--- src/sv/tlut_ram.sv ---
// Generic single-write, single-read RAM with a registered read port.
// Depends on nothing.
`default_nettype none

module tlut_ram #(
	parameter int WIDTH = 8,
	parameter int DEPTH = 16,
	localparam int AW = $clog2(DEPTH)
) (
	input  logic             clk,
	input  logic             we,
	input  logic [AW-1:0]    waddr,
	input  logic [WIDTH-1:0] wdata,
	input  logic             re,
	input  logic [AW-1:0]    raddr,
	output logic [WIDTH-1:0] rdata
);

	logic [WIDTH-1:0] mem [DEPTH];

	always_ff @(posedge clk) begin
		if (we) begin
			mem[waddr] <= wdata;
		end
		if (re) begin
			rdata <= mem[raddr];
		end
	end

endmodule

`default_nettype wire

--- config.mk ---
export PLATFORM = sky130hd
export DESIGN_NAME = tlut_ram
export DESIGN_NICKNAME = d
export VERILOG_FILES = /design/src/sv/tlut_ram.sv
export SDC_FILE = /design/constraint.sdc
export NUM_CORES = 1
export LEC_CHECK = 0
export ABC_AREA = 0
export BUFFER_PORTS_ARGS = -buffer_cell sky130_fd_sc_hd__buf_2
export CAP_MARGIN = 25
export CORE_ASPECT_RATIO = 1.75
export CORE_MARGIN = 2
export CORE_UTILIZATION = 44
export CTS_BUF_LIST = sky130_fd_sc_hd__clkbuf_8
export DETAILED_ROUTE_END_ITERATION = 16
export GPL_ROUTABILITY_DRIVEN = 0
export PLACE_DENSITY_LB_ADDON = 0.15
export SLEW_MARGIN = 0
export SYNTH_ARGS = -nofsm -noshare
export SYNTH_HDL_FRONTEND = slang
export SYNTH_SLANG_ARGS = --single-unit
--- constraint.sdc ---
create_clock -name clk -period 1.9 [get_ports clk]
set_clock_uncertainty 0.1 [all_clocks]
set_input_delay 0.475 -clock clk [delete_from_list [all_inputs] [get_ports clk]]
set_output_delay 0.475 -clock clk [all_outputs]
set_load 0.02 [all_outputs]
==> flow_metrics.env <==
export IMPL_final_period_utilization_pct=89.28
export IMPL_finish_net_count=309
export IMPL_worst_setup_path_start_kind="input port"
export IMPL_chipWidth_um=86.40
export IMPL_syn_instance_count=229
export IMPL_mostFrequentLayoutCells="sky130_fd_sc_hd__edfxtp_1 (136), sky130_fd_sc_hd__buf_2 (26), sky130_fd_sc_hd__buf_4 (22)"
export IMPL_grt_pass1_wl_um=15240
export IMPL_post_cts_repair_setup_buffers=0
export IMPL_route_antenna_remaining_nets=0
export IMPL_total_routed_wire_length_on_the_met1_layer_um=3911
export IMPL_path_clk_slew_ns=0.07
export IMPL_ff_latch_area_um2=4084
export IMPL_worst_path_max_delay_cell="sky130_fd_sc_hd__mux4_1"
export IMPL_worst_setup_path_category="in2reg"
export IMPL_timing_critical_path_required_ns=1.97
export IMPL_maximum_clock_rate_ghz=0.5895
export IMPL_summed_negative_setup_slack_over_all_endpoints_ns=0
export IMPL_hpwlAfterDp_um=6938
export IMPL_cts_hold_fix_buffers=0
export IMPL_first_global_vias=2563
export IMPL_top_layer_used="met4"
export IMPL_totalWireLength_um=10140
export IMPL_multi_input_gate_area_um2=1062
export IMPL_vias_per_cell=5.584
export IMPL_setup_repair_after_global_routing_missed_its_margin="false"
export IMPL_r2r_end="rdata[0]$_DFFE_PP_"
export IMPL_floorplan_die_area_um2=12800
export IMPL_drt_iter0_markers=191
export IMPL_placementRows=52
export IMPL_initial_standard_cell_utilization_of_the_core_pct=45.14
export IMPL_grt_antenna_before_repair=0
export IMPL_hp_class="in2reg"
export IMPL_worst_endpoint_arrival_ns=1.77
export IMPL_yosys_warnings=0
export IMPL_crit_path_max_fanout=13
export IMPL_final_common_cell="sky130_fd_sc_hd__edfxtp_1"
export IMPL_drive_above_1_share_pct=31.79
export IMPL_post_route_min_period_ns=1.696
export IMPL_detailedRoute_firstPassIterationCount=4
export IMPL_placedInstanceArea_um2=5690
export IMPL_tritoncts="yes"
export IMPL_cts_htree_levels=4
export IMPL_max_cap_viol_count=0
export IMPL_setup_violations_final=0
export IMPL_holdPathEnd="rdata[5]$_DFFE_PP_"
export IMPL_nets_in_the_synthesized_netlist=248
export IMPL_ys_types=18
export IMPL_powerDensity_nw_per_um2=966.8
export IMPL_critical_path_cell_chain="buf_2 -> buf_12 -> mux4_1 -> a22oi_1 -> nand2_1"
export IMPL_synth_area_per_cell_um2=22.83
export IMPL_die_h_um=148.2
export IMPL_netlist_area_leader_share_pct=78.12
export IMPL_cts_inserted_buffers=17
export IMPL_ir_drop_mv=0.6715
export IMPL_status="complete, no violations"
export IMPL_detail_route_wl_per_cell_um=23.21
export IMPL_syn_cell_area_um2=5228
export IMPL_total_leakage_power_nw=2.047
export IMPL_met2_length_um=5644
export IMPL_area_growth_synth_to_final_pct=15.61
export IMPL_clock_sinks=136
export IMPL_ctsLongestPathBuffers=2
export IMPL_antenna_cells_inserted=0
export IMPL_core_area_um2=11580
export IMPL_port_buffer_count=26
export IMPL_endpoint_kind="flip-flop"
export IMPL_drc=0
export IMPL_grt_overflow_total=0
export IMPL_tightestPinTransition_ns=0.7455
export IMPL_root_buffer="sky130_fd_sc_hd__clkbuf_8"
export IMPL_crit_reg2reg_launch="mem[1][0]$_DFFE_PP_"
export IMPL_synth_seq_cells=136
export IMPL_vias=2440
export IMPL_wl_met3_um=453
export IMPL_clock_latency_ns=0.42
export IMPL_post_cts_resized=0
export IMPL_hold_violations=0
export IMPL_min_delay_startpoint="re"
export IMPL_largest_stage_delay_worst_path_ns=0.57
export IMPL_slew_violations=0
export IMPL_io_pins=27
export IMPL_finish_instance_area_um2=6043
export IMPL_worst_reg2reg_path_length_in_cells=3
export IMPL_yosys_area_top_type="sky130_fd_sc_hd__edfxtp_1"
export IMPL_synth_seq_area_share_pct=78.12
export IMPL_slew_limit_headroom_pct=50.11
export IMPL_ys_top_cells_by_area="sky130_fd_sc_hd__edfxtp_1 (78%), sky130_fd_sc_hd__mux4_2 (7.8%), sky130_fd_sc_hd__mux4_1 (7.0%)"
export IMPL_grt_start_max_net_pins=22
export IMPL_hold_depth=1
export IMPL_filler_cell_count=940
export IMPL_worst_r2r_setup_slack_ns=0.30
export IMPL_grtUsageTotal_pct=17.26
[per-stage QoR]
stage / worst slack (ns) / utilization, % / hold slack [ns] / power, mW / std cells
floorplan: 0.04259 / - / 0.4739 / 3.645 / 229
global placement: -0.2053 / 49.14 / 0.6330 / 3.801 / 406
detailed placement: -0.2041 / 49.14 / 0.6473 / 3.806 / 406
CTS: 0.2494 / 52.18 / 0.2934 / 5.896 / 437
global route: 0.1762 / 52.18 / 0.2855 / 6.049 / 437
finish: 0.2037 / 52.18 / 0.3198 / 5.843 / 437
[area by class of cell]
cell class	instances	share of cell area, %
Clock buffer	17	3.872
Clock inverter	14	1.967
Multi-Input combinational cell	83	17.58
Sequential cell	136	67.58
Tap cell	135	2.795
Timing Repair Buffer	52	6.211
[cell families after synthesis]
group                  share of synthesized area [%]
AO/OA/AOI/OAI                                  2.298
buffers and inverters                          1.651
flip-flops                                     78.12
multiplexers                                   14.79
AND/OR/NAND/NOR                                3.136
[Yosys cell counts (all sizes together)]
library cell	instances
edfxtp	136
mux4	32
a22oi	16
nor2	13
nand2	9
buf	7
nor3	4
clkdlybuf4s25	3
nand2b	2
nand3b	2
and2	1
and2b	1
nand3	1
nor2b	1
or3b	1
[metal layers]
layer | vias to the layer above | global-route usage (%)
li1 | 1102 | -
met1 | 1263 | 20.09
met2 | 65 | 29.88
met3 | 10 | 5.216
met4 | 0 | 6.172
met5 | - | 0
[worst max-delay path by stage]
stage                     cells past startpoint                from                  to
after floorplan                               5            raddr[0]  rdata[1]$_DFFE_PP_
after global placement                        5            raddr[0]  rdata[5]$_DFFE_PP_
after detailed placement                      5            raddr[0]  rdata[0]$_DFFE_PP_
after CTS                                     1  rdata[1]$_DFFE_PP_            rdata[1]
after global routing                          5            raddr[0]  rdata[2]$_DFFE_PP_
final                                         5            raddr[0]  rdata[0]$_DFFE_PP_
[state kept, by name (all words and copies together), names as in the netlist]
| name | flops |
|---|---|
| mem | 128 |
| rdata | 8 |
[critical path: cells and delay by family]
kind                   cells  cell delay [ns]
AOI/OAI and AO/OA          1             0.27
muxes                      1             0.57
buffers and inverters      2             0.35
and+or+nand+nor            1             0.10
[report_power, final]
group,internal (mW),switching [mW],total [mW]
clock,1.12,0.993,2.11
sequential,3.38,0.0161,3.39
combinational,0.144,0.195,0.338
total,4.64,1.20,5.84
Power figures use the tool's default switching activity.
